==> src/hdl/rid_pkg.sv <==
// Shared types, opcodes and the sequencer microcode for the restoring divider.
// No dependencies; used by rid_datapath and restoring_integer_divider.
package rid_pkg;

    typedef logic [1:0] op_t;

    localparam op_t OP_UQUO = 2'd0;
    localparam op_t OP_UREM = 2'd1;
    localparam op_t OP_SQUO = 2'd2;
    localparam op_t OP_SREM = 2'd3;

    localparam int PC_W = 2;
    typedef logic [PC_W-1:0] pc_t;

    // Step addresses of the program
    localparam pc_t PC_LOAD   = 2'd0;
    localparam pc_t PC_MAG    = 2'd1;
    localparam pc_t PC_DIV    = 2'd2;
    localparam pc_t PC_FINISH = 2'd3;

    // Jump taken when the condition holds, else fall through to pc + 1 (wraps)
    typedef enum logic [1:0]
    {
        JMP_NEVER,
        JMP_NO_IN,
        JMP_CNT_NZ,
        JMP_OUT_BUSY
    } jump_t;

    typedef struct packed
    {
        logic  load;
        logic  magnitude;
        logic  div_step;
        logic  finish;
        jump_t jump;
        pc_t   target;
    } ctrl_t;

    typedef struct packed
    {
        logic cnt_nz;
    } status_t;

    function automatic ctrl_t ucode(pc_t pc);
        ctrl_t w;
        w = '0;
        unique case (pc)
            PC_LOAD:
            begin
                w.load   = 1'b1;
                w.jump   = JMP_NO_IN;
                w.target = PC_LOAD;
            end
            PC_MAG:
            begin
                w.magnitude = 1'b1;
                w.jump      = JMP_NEVER;
                w.target    = PC_LOAD;
            end
            PC_DIV:
            begin
                w.div_step = 1'b1;
                w.jump     = JMP_CNT_NZ;
                w.target   = PC_DIV;
            end
            PC_FINISH:
            begin
                w.finish = 1'b1;
                w.jump   = JMP_OUT_BUSY;
                w.target = PC_FINISH;
            end
            default:
            begin
                w = '0;
            end
        endcase
        return w;
    endfunction

endpackage

==> src/hdl/rid_datapath.sv <==
// Operand, remainder and quotient registers with the shared compare/subtract.
// Driven by one rid_pkg::ctrl_t word per cycle from the sequencer.
module rid_datapath
    import rid_pkg::*;
#(
    parameter int WIDTH = 32
)
(
    input  logic             clk,
    input  ctrl_t            ctrl,
    input  logic             in_valid,
    input  op_t              op,
    input  logic [WIDTH-1:0] numerator,
    input  logic [WIDTH-1:0] denominator,
    output status_t          status,
    output logic [WIDTH-1:0] answer
);

    localparam int CNT_W = $clog2(WIDTH);
    localparam logic [WIDTH-1:0] MOST_NEG = {1'b1, {(WIDTH-1){1'b0}}};
    localparam logic [WIDTH-1:0] ALL_ONES = {WIDTH{1'b1}};
    localparam logic [WIDTH-1:0] ZERO     = {WIDTH{1'b0}};

    op_t              op_reg;
    logic [WIDTH-1:0] num_reg;   // numerator bits shift out, quotient bits shift in
    logic [WIDTH-1:0] den_reg;
    logic [WIDTH-1:0] rem_reg;
    logic [CNT_W-1:0] cnt_reg;
    logic             neg_q_reg;
    logic             neg_r_reg;
    logic             ovf_reg;
    logic             dz_reg;

    logic             is_signed;
    logic             nneg;
    logic             dneg;
    logic [WIDTH-1:0] shifted;
    logic             fits;
    logic [WIDTH-1:0] quo_fix;
    logic [WIDTH-1:0] rem_fix;

    assign is_signed = (op_reg == OP_SQUO) || (op_reg == OP_SREM);
    assign nneg      = is_signed && num_reg[WIDTH-1];
    assign dneg      = is_signed && den_reg[WIDTH-1];

    // A set top bit means the shifted remainder already exceeds any divisor
    assign shifted = {rem_reg[WIDTH-2:0], num_reg[WIDTH-1]};
    assign fits    = rem_reg[WIDTH-1] || (shifted >= den_reg);

    always_comb
    begin
        if (ovf_reg)
        begin
            quo_fix = ALL_ONES;
            rem_fix = ZERO;
        end
        else
        begin
            // divide by zero leaves the numerator magnitude in the remainder
            quo_fix = dz_reg ? ZERO : (neg_q_reg ? ZERO - num_reg : num_reg);
            rem_fix = neg_r_reg ? ZERO - rem_reg : rem_reg;
        end
    end

    assign answer = ((op_reg == OP_UREM) || (op_reg == OP_SREM)) ? rem_fix : quo_fix;
    assign status.cnt_nz = (cnt_reg != '0);

    always_ff @(posedge clk)
    begin
        if (ctrl.load && in_valid)
        begin
            op_reg  <= op;
            num_reg <= numerator;
            den_reg <= denominator;
        end
        else if (ctrl.magnitude)
        begin
            num_reg   <= nneg ? ZERO - num_reg : num_reg;
            den_reg   <= dneg ? ZERO - den_reg : den_reg;
            rem_reg   <= ZERO;
            cnt_reg   <= CNT_W'(WIDTH - 1);
            neg_q_reg <= nneg ^ dneg;
            neg_r_reg <= nneg;
            ovf_reg   <= is_signed && (num_reg == MOST_NEG) && (den_reg == ALL_ONES);
            dz_reg    <= (den_reg == ZERO);
        end
        else if (ctrl.div_step)
        begin
            rem_reg <= fits ? shifted - den_reg : shifted;
            num_reg <= {num_reg[WIDTH-2:0], fits};
            cnt_reg <= cnt_reg - 1'b1;
        end
    end

endmodule

==> src/hdl/restoring_integer_divider.sv <==
// Top level of the restoring divider: microcode sequencer, output register.
// Depends on rid_pkg and rid_datapath.
//
//  channel  | dir | tdata fields (low bit up)                      | tuser
//  s_axis   | in  | op[1:0], numerator[W-1:0], denominator[W-1:0]  | -
//  m_axis   | out | answer[W-1:0]                                  | -
//
// A word passes through accept, a magnitude step, WIDTH divide steps
// (one quotient bit per cycle through the shared compare/subtract) and a
// sign-fix step that writes the output register. One word in flight; a held
// result stalls the sign-fix step until taken. Reset is asynchronous, active
// low, and returns the sequencer to the load step with the output empty.
module restoring_integer_divider
    import rid_pkg::*;
#(
    parameter int WIDTH = 32,
    localparam int IN_W  = ((2 + 2 * WIDTH + 7) / 8) * 8,
    localparam int OUT_W = ((WIDTH + 7) / 8) * 8
)
(
    input  logic             clk,
    input  logic             rst_n,
    input  logic             s_axis_tvalid,
    output logic             s_axis_tready,
    input  logic [IN_W-1:0]  s_axis_tdata,   // op, numerator, denominator
    output logic             m_axis_tvalid,
    input  logic             m_axis_tready,
    output logic [OUT_W-1:0] m_axis_tdata    // answer
);

    pc_t              pc_reg;
    pc_t              pc_next;
    ctrl_t            ctrl;
    status_t          status;
    logic             take;
    logic             out_busy;
    logic             out_valid_reg;
    logic             out_valid_next;
    logic [WIDTH-1:0] out_data_reg;
    logic [WIDTH-1:0] answer;
    logic             accept;

    assign ctrl          = ucode(pc_reg);
    assign s_axis_tready = ctrl.load;
    assign accept        = s_axis_tvalid && s_axis_tready;
    assign out_busy      = out_valid_reg && !m_axis_tready;

    always_comb
    begin
        unique case (ctrl.jump)
            JMP_NEVER:    take = 1'b0;
            JMP_NO_IN:    take = !s_axis_tvalid;
            JMP_CNT_NZ:   take = status.cnt_nz;
            JMP_OUT_BUSY: take = out_busy;
            default:      take = 1'b0;
        endcase
        pc_next = take ? ctrl.target : pc_reg + 1'b1;

        out_valid_next = out_valid_reg && !m_axis_tready;
        if (ctrl.finish && !out_busy)
        begin
            out_valid_next = 1'b1;
        end
    end

    always_ff @(posedge clk or negedge rst_n)
    begin
        if (!rst_n)
        begin
            pc_reg        <= PC_LOAD;
            out_valid_reg <= 1'b0;
        end
        else
        begin
            pc_reg        <= pc_next;
            out_valid_reg <= out_valid_next;
        end
    end

    always_ff @(posedge clk)
    begin
        if (ctrl.finish && !out_busy)
        begin
            out_data_reg <= answer;
        end
    end

    rid_datapath #(
        .WIDTH (WIDTH)
    ) u_datapath (
        .clk         (clk),
        .ctrl        (ctrl),
        .in_valid    (s_axis_tvalid),
        .op          (s_axis_tdata[1:0]),
        .numerator   (s_axis_tdata[WIDTH+1:2]),
        .denominator (s_axis_tdata[2*WIDTH+1:WIDTH+2]),
        .status      (status),
        .answer      (answer)
    );

    assign m_axis_tvalid = out_valid_reg;
    assign m_axis_tdata  = OUT_W'(out_data_reg);

    // accepted word moves the sequencer straight to the magnitude step
    a_accept_to_mag: assert property (@(posedge clk) disable iff (!rst_n)
        accept |=> (pc_reg == PC_MAG))
        else $error("sequencer did not advance after accept");

    // only one word in flight
    a_single_word: assert property (@(posedge clk) disable iff (!rst_n)
        accept |=> !s_axis_tready)
        else $error("input ready right after accept");

    // a new result appears only from the sign-fix step
    a_result_source: assert property (@(posedge clk) disable iff (!rst_n)
        $rose(m_axis_tvalid) |-> $past(ctrl.finish))
        else $error("result valid without finish step");

    // divide loop leaves only when the bit counter is spent
    a_loop_exit: assert property (@(posedge clk) disable iff (!rst_n)
        (ctrl.div_step && status.cnt_nz) |=> ctrl.div_step)
        else $error("divide loop exited early");

endmodule
==> config.mk <==
export PLATFORM = sky130hd
export DESIGN_NAME = restoring_integer_divider
export DESIGN_NICKNAME = d
export VERILOG_FILES = /design/src/hdl/rid_pkg.sv /design/src/hdl/rid_datapath.sv /design/src/hdl/restoring_integer_divider.sv
export SDC_FILE = /design/constraint.sdc
export NUM_CORES = 1
export LEC_CHECK = 0
export ABC_AREA = 1
export BUFFER_PORTS_ARGS = -buffer_cell sky130_fd_sc_hd__buf_2
export CAP_MARGIN = 10
export CORE_ASPECT_RATIO = 0.5
export CORE_MARGIN = 3
export CORE_UTILIZATION = 40
export CTS_CLUSTER_DIAMETER = 60
export DETAILED_ROUTE_END_ITERATION = 8
export PLACE_DENSITY = 0.68
export SLEW_MARGIN = 25
export SYNTH_ARGS = -nofsm -noshare
export SYNTH_HDL_FRONTEND = slang
export SYNTH_SLANG_ARGS = --single-unit
==> constraint.sdc <==
create_clock -name clk -period 5.18 [get_ports clk]
set_clock_uncertainty 0.15 [all_clocks]
set_input_delay 0.259 -clock clk [delete_from_list [all_inputs] [get_ports clk]]
set_output_delay 0.259 -clock clk [all_outputs]
set_load 0.02 [all_outputs]
==> reports/summary.txt, run 1 <==
Final min period - 3.365 ns
Tcrit/Tclk final - 64.97%
Seq pwr share - 27.4%
count leader, synth - nand2_1
number of fillers in the final layout - 2881
internal power - 4.963 mW
Final #Nets - 2053
layout cell share with drive strength beyond 1 - 10.23%
Peak VDD IR - 0.4146 mV
IO Pins - 110
postcts setup bufs - 0
register area share after synthesis - 35.45%
Num Clock Sinks - 142
fin util - 48.42%
Synth warnings - 0
total wire length - 39.24 mm
Die Span Y - 128.4 um
Synth Register Bits - 142
status - finished, final reports clean
P_leak - 6.607 nW
Iteration-0 DRC Markers - 1553
GR Util met3 - 5.029%
post-synth net total - 1901
CP Data Arrival Time - 3.40 ns
DRC - 0
crit-path max FO - 32
Worst-Margin Slew - 0.7864 ns
worst skew pair latency - 0.45 ns
Mean Syn Cell Area - 6.735 sq um
Synth-to-Final Area Change - 18.08%
Avg WL per Cell - 16.80 um
fraction of registers with async set/reset - 2.113%
Core ar. - 0.02923 sq mm
RSZ-0062 raised after global routing - false
Setup violations, final - 0
ANT cells - 0
Clk Tree Root Cell - clkbuf_16
Synth top area share - 34.82%
CP endpoint kind - flop
Main synth FF type - edfxtp_1
Req. time, crit path - 5.22 ns
Tightest Hold Check Type - in2reg
max-cap viol count - 0
clock-pin slew on the worst setup and hold paths - 0.06 ns
power per cell area - 736.3 mW/mm^2
clock share of power - 12.2%
Fin Setup TNS - 0 ns
htree depth - 4
initial core utilization - 41.01%
area of the die - 0.03221 sq mm
GRT Overall Usage - 24.28%
GR Layer Usage met2 - 37.48%
Slew Limit Fails - 0
Slew HR - 47.09%
CTS tree - done
ranking of synthesized cells by area - edfxtp_1 (35%), nand2_1 (18%), inv_1 (7.7%), nor2_1 (7.0%), nand3_1 (4.9%)
site row count - 44
CP max stage cell - edfxtp_1
Switching Fraction - 52.38%
fmax - 297.1 MHz
startpoint types - flop
met1 usage - 33.67%
Via density - 5.239
Post-synth top cells - nand2_1 (576), inv_1 (245), nor2_1 (223)
Fin. Hold Viols - 0
GP Congestion - 0.9626
Final HPWL DP - 29.79 mm
global-route wire length before repair - 60.51 mm
WS Path Type - reg2reg
# hold bufs at CTS - 62
largest net degree at the start of global routing - 46
EDFF count, synth - 139
drt pass-1 iters - 7
total congestion overflow - 0
net switching power figure - 5.459 mW
vias in the first global route - 11.15k
cell area after synthesis - 0.01199 sq mm
GR peak layer - met2
CP max stage delay - 0.55 ns
Comb power frac - 60.4%
post-synthesis cell count - 1780
Final ANT Viol Nets - 0
Max Root-Sink Buffers - 2
Cell variety after synth - 44
crit path cell chain - inv_1 > ha_1 > inv_1 > fa_1 > nand3_1 > nand3_2 > nand2_1 > nand2_2 > nand2_1 > nand3_2 > nand2_4 > nand2_4 > inv_4 > o21ai_2
port buffer count - 103
initial antenna violation count - 0
total number of vias - 12.24k
TritonCTS Buffers - 17
area leader, netlist - edfxtp_1
Die Wd - 250.8 um
post-cts gate resize count - 0
==> layer usage <==
| layer | up-vias | wire, um |
|---|---|---|
| met1 | 5517 | 17510 |
| met5 | - | 0 |
| met3 | 78 | 3515 |
| met4 | 0 | 1294 |
| li1 | 6094 | - |
| met2 | 550 | 16920 |
==> critical path: cells and delay by family (launching register included) <==
family                     cells  cell delay (ns)
DFF                            1             0.55
buffers and inverters          3             0.67
and+or+nand+nor                8             1.02
adders and majority gates      2             0.62
AOI/OAI and AO/OA              1             0.07
==> worst paths after layout <==
check / startpoint / end / slack (ns) / depth (start not counted)
setup / recovery: u_datapath.num_reg[31]$_DFFE_PP_ / u_datapath.num_reg[0]$_DFFE_PP_ / 1.81 / 14
hold / removal: s_axis_tdata[31] / u_datapath.num_reg[29]$_DFFE_PP_ / 0.02 / 3
setup reg to reg: u_datapath.num_reg[31]$_DFFE_PP_ / u_datapath.num_reg[0]$_DFFE_PP_ / 1.81 / 14
hold reg to reg: u_datapath.cnt_reg[0]$_SDFFCE_PN1P_ / u_datapath.cnt_reg[0]$_SDFFCE_PN1P_ / 0.42 / 1
max in group asynchronous: rst_n / pc_reg[1]$_DFF_PN0_ / 4.16 / 3
min in group asynchronous: rst_n / m_axis_tvalid$_DFF_PN0_ / 0.56 / 3
==> power groups by stage <==
stage / Combinational [mW] / Clock, mW / Sequential (mW)
6_report: 6.29 / 1.27 / 2.86
5_1_grt: 7.05 / 1.33 / 2.91
4_1_cts: 6.14 / 1.28 / 2.83
3_5_place_dp: 6.06 / 0 / 2.85
3_3_place_gp: 6.00 / 0 / 2.84
2_1_floorplan: 4.50 / 0 / 2.71
==> cell families after synthesis <==
group,synth area share [%]
AO/OA/AOI/OAI,10.57
adder cells (fa/ha/maj),4.759
XOR/XNOR,3.872
AND/OR/NAND/NOR,35.61
buffers and inverters,9.738
flip-flops,35.45
==> layout make-up <==
cell class | count | area (sq um) | area share, %
Clock inverter | 12 | 136.4 | 0.9635
Sequential cell | 142 | 4249 | 30.02
Inverter | 256 | 963.4 | 6.806
Timing Repair Buffer | 177 | 1266 | 8.945
Clock buffer | 20 | 456.7 | 3.226
Tap cell | 391 | 489.2 | 3.456
Multi-Input combinational cell | 1338 | 6594 | 46.58
==> layout by cell type, fill, tap and decap left out, types with 3 or more instances in the layout <==
master	count
a31oi_1	3
o221ai_1	24
clkinv_4	3
o21ai_0	81
o211ai_1	8
nand2_1	576
nand3_1	118
nor3_1	23
o21bai_1	3
nand4_1	28
buf_4	10
o22ai_1	5
dlygate4sd3_1	62
o31ai_1	6
nor2_2	14
nor4_1	5
clkinvlp_4	3
clkbuf_16	17
a21oi_2	4
nand3_2	3
xor2_1	51
buf_2	103
inv_1	245
ha_1	44
nand2_2	7
a21oi_1	67
inv_2	8
dfrtp_1	3
edfxtp_1	139
nor2_1	222
nor2_4	6
o21ai_1	17
and2_1	3
nand3b_1	6
==> metrics by stage <==
stage	cells	hold slack (ns)	cell area (sq um)	total power [mW]	setup slack [ns]
2_1_floorplan	1780	-0.1866	11990	7.203	1.390
5_1_grt	2336	0.01341	14150	11.29	1.613
6_report	2336	0.01826	14150	10.42	1.815
4_1_cts	2334	0.0003219	14100	10.24	1.859
3_3_place_gp	2240	-0.09404	12890	8.843	1.880
3_5_place_dp	2240	-0.09455	12890	8.910	1.874
No activity file was read; power rests on OpenSTA's default activity.
==> run 2, diff against run 1 <==
clock period = 3.21 ns   (was 5.18 ns; I/O delays follow)
==> run 2 against run 1 <==
Against the previous run: combinational power is 64% higher; wire length is 2.1% higher; flip-flop and latch count unchanged; via count grew 1.5%; clock power rose by 76%; total power increased by 64%; die area is the same; global-route usage rose by 0.50 points; highest routed layer unchanged.
==> reports/summary.txt, run 2 (synthesis gave the netlist of run 1 again) <==
status - finished, final reports clean
critical path depth in cells - 15 (+1)
GP Congestion - 0.9482 (-1.5%)
DRC - 0 (unchanged)
fin util - 49.05% (+0.63 points)
Req. time, crit path - 3.36 ns (-1.86 ns)
setup ws final - 0.2454 ns (-1.569 ns)
clock-pin slew on the worst setup and hold paths - 0.06 ns (about the same)
Final HPWL DP - 30.70 mm (+3.0%)
max-cap viol count - 0 (unchanged)
worst skew pair latency - 0.44 ns (about the same)
Slew Limit Fails - 0 (unchanged)
ANT cells - 0 (unchanged)
crit-path max FO - 19 (-41%)
GRT Overall Usage - 24.78% (+0.50 points)
initial core utilization - 41.01% (unchanged)
Cells after DPL - 2256 (+0.71%)
Tcrit/Tclk final - 92.35% (+27 points)
Tightest Hold Check Type - in2reg
Die Wd - 250.8 um (unchanged)
Max Root-Sink Buffers - 2 (unchanged)
total number of vias - 12.42k (+1.5%)
crit path cell chain - inv_1 > ha_1 > inv_1 > fa_1 > nand3_1 > nand3_2 > nand2_1 > nand2_2 > nand2_1 > nand3_2 > nand2_4 > nand2_8 > inv_4 > nor2_1 > nor2_1
Core ar. - 0.02923 sq mm (unchanged)
P_leak - 6.714 nW (+1.6%)
CP Data Arrival Time - 3.12 ns (-0.28 ns)
commonest non-fill, non-tap cells in the layout - nand2_1 (576), inv_1 (245), nor2_1 (222), edfxtp_1 (139), nand3_1 (118)
area of the die - 0.03221 sq mm (unchanged)
drt pass-1 iters - 5 (-2)
Clk Tree Root Cell - clkbuf_16
port buffer count - 103 (unchanged)
Worst-Margin Slew - 0.7069 ns (-0.07945 ns)
postcts setup bufs - 0 (unchanged)
Fin Setup TNS - 0 ns (unchanged)
WS Path Type - reg2reg
initial antenna violation count - 0 (unchanged)
total power draw - 17.11 mW (+64%)
Final min period - 2.965 ns (-0.4008 ns)
Via density - 5.270 (+0.59%)
largest net degree at the start of global routing - 47 (+2.2%)
Final #Nets - 2073 (+0.97%)
IO Pins - 110 (unchanged)
vias in the first global route - 11.39k (+2.1%)
total congestion overflow - 0 (unchanged)
Synth-to-Final Area Change - 19.61%
CP top delay family - simple AND/OR/NAND/NOR gates
Post-Layout Cell Count - 2356 (+0.86%)
htree depth - 4 (unchanged)
Die Span Y - 128.4 um (unchanged)
R2R cell count - 15 (+1)
CP endpoint kind - flop
global-route wire length before repair - 61.89 mm (+2.3%)
total wire length - 40.05 mm (+2.1%)
Num Clock Sinks - 142 (unchanged)
Setup WS pre-CTS - 0.2436 ns (-1.630 ns)
CP Buf/Inv Count - 3 (unchanged)
RSZ-0062 raised after global routing - false
startpoint types - flop
Final ANT Viol Nets - 0 (unchanged)
Avg WL per Cell - 17.00 um (+1.2%)
Setup violations, final - 0 (unchanged)
site row count - 44 (unchanged)
CTS tree - done
CP max stage delay - 0.44 ns (-0.11 ns)
Slew HR - 52.47% (+5.4 points)
hold depth - 3 (unchanged)
commonest non-fill, non-tap cell in the layout - nand2_1
fmax - 337.3 MHz (+14%)
CP max stage cell - fa_1
Peak VDD IR - 0.4703 mV (+13%)
TritonCTS Buffers - 17 (unchanged)
power per cell area - 1193 mW/mm^2 (+62%)
Fin. Hold Viols - 0 (unchanged)
Iteration-0 DRC Markers - 1486 (-4.3%)
layout cell share with drive strength beyond 1 - 10.69% (+0.46 points)
## run 2: where the power goes
group	total (mW)	leakage [nW]	switching, mW	internal (mW)
clock network	2.23	0.308	0.829	1.40
registers	4.56	1.37	0.935	3.63
logic	10.3	5.04	7.09	3.23
total	17.1	6.71	8.85	8.26
## run 2: timing repair
item                                    4_1_cts  5_1_grt
resized for setup                             0        1
endpoints found under the hold margin        69        0
hold buffers                                 68        0
endpoints found under the setup margin        0        2
## run 2: area by class of cell
class,count,area [sq um]
clock buffers,22,454.2
fillers,2868,14890
multi-input cells,1338,6603
flip-flops and latches,142,4249
repair buffers,197,1391
clock inverters,10,188.9
well taps,391,489.2
inverters,256,963.4
## run 2: path summary, 6_finish.rpt
check | end | start | slack [ns]
max in group asynchronous | pc_reg[0]$_DFF_PN0_ | rst_n | 2.31
min | u_datapath.den_reg[21]$_DFFE_PP_ | s_axis_tdata[55] | 0.03
min in group asynchronous | pc_reg[1]$_DFF_PN0_ | rst_n | 0.45
max reg2reg | u_datapath.rem_reg[3]$_SDFFCE_PN0P_ | u_datapath.num_reg[31]$_DFFE_PP_ | 0.25
min reg2reg | u_datapath.cnt_reg[0]$_SDFFCE_PN1P_ | u_datapath.cnt_reg[0]$_SDFFCE_PN1P_ | 0.42
max | u_datapath.rem_reg[3]$_SDFFCE_PN0P_ | u_datapath.num_reg[31]$_DFFE_PP_ | 0.25
## run 2: metal layers
layer  up-vias  wire [um]  global-route usage [%]
li1       6136          -                       -
met1      5645      18190                   35.29
met2       569      17480                   39.17
met3        67       3430                   3.898
met4         0        955                   7.463
met5         -          0                       0
## run 2: metrics by stage
step | hold slack, ns | area [sq um]
final | 0.02550 | 14340
after global routing | 0.04069 | 14340
after CTS | 0.005155 | 14330
after detailed placement | -0.1897 | 13010
after global placement | -0.1920 | 13010
after floorplan | -0.2851 | 11990
## run 2: worst min-delay path: cells and delay by family
family	cells	cell delay, ns
AO/OA/AOI/OAI	1	0.15
buffers and inverters	1	0.11
AND/OR/NAND/NOR	1	0.06
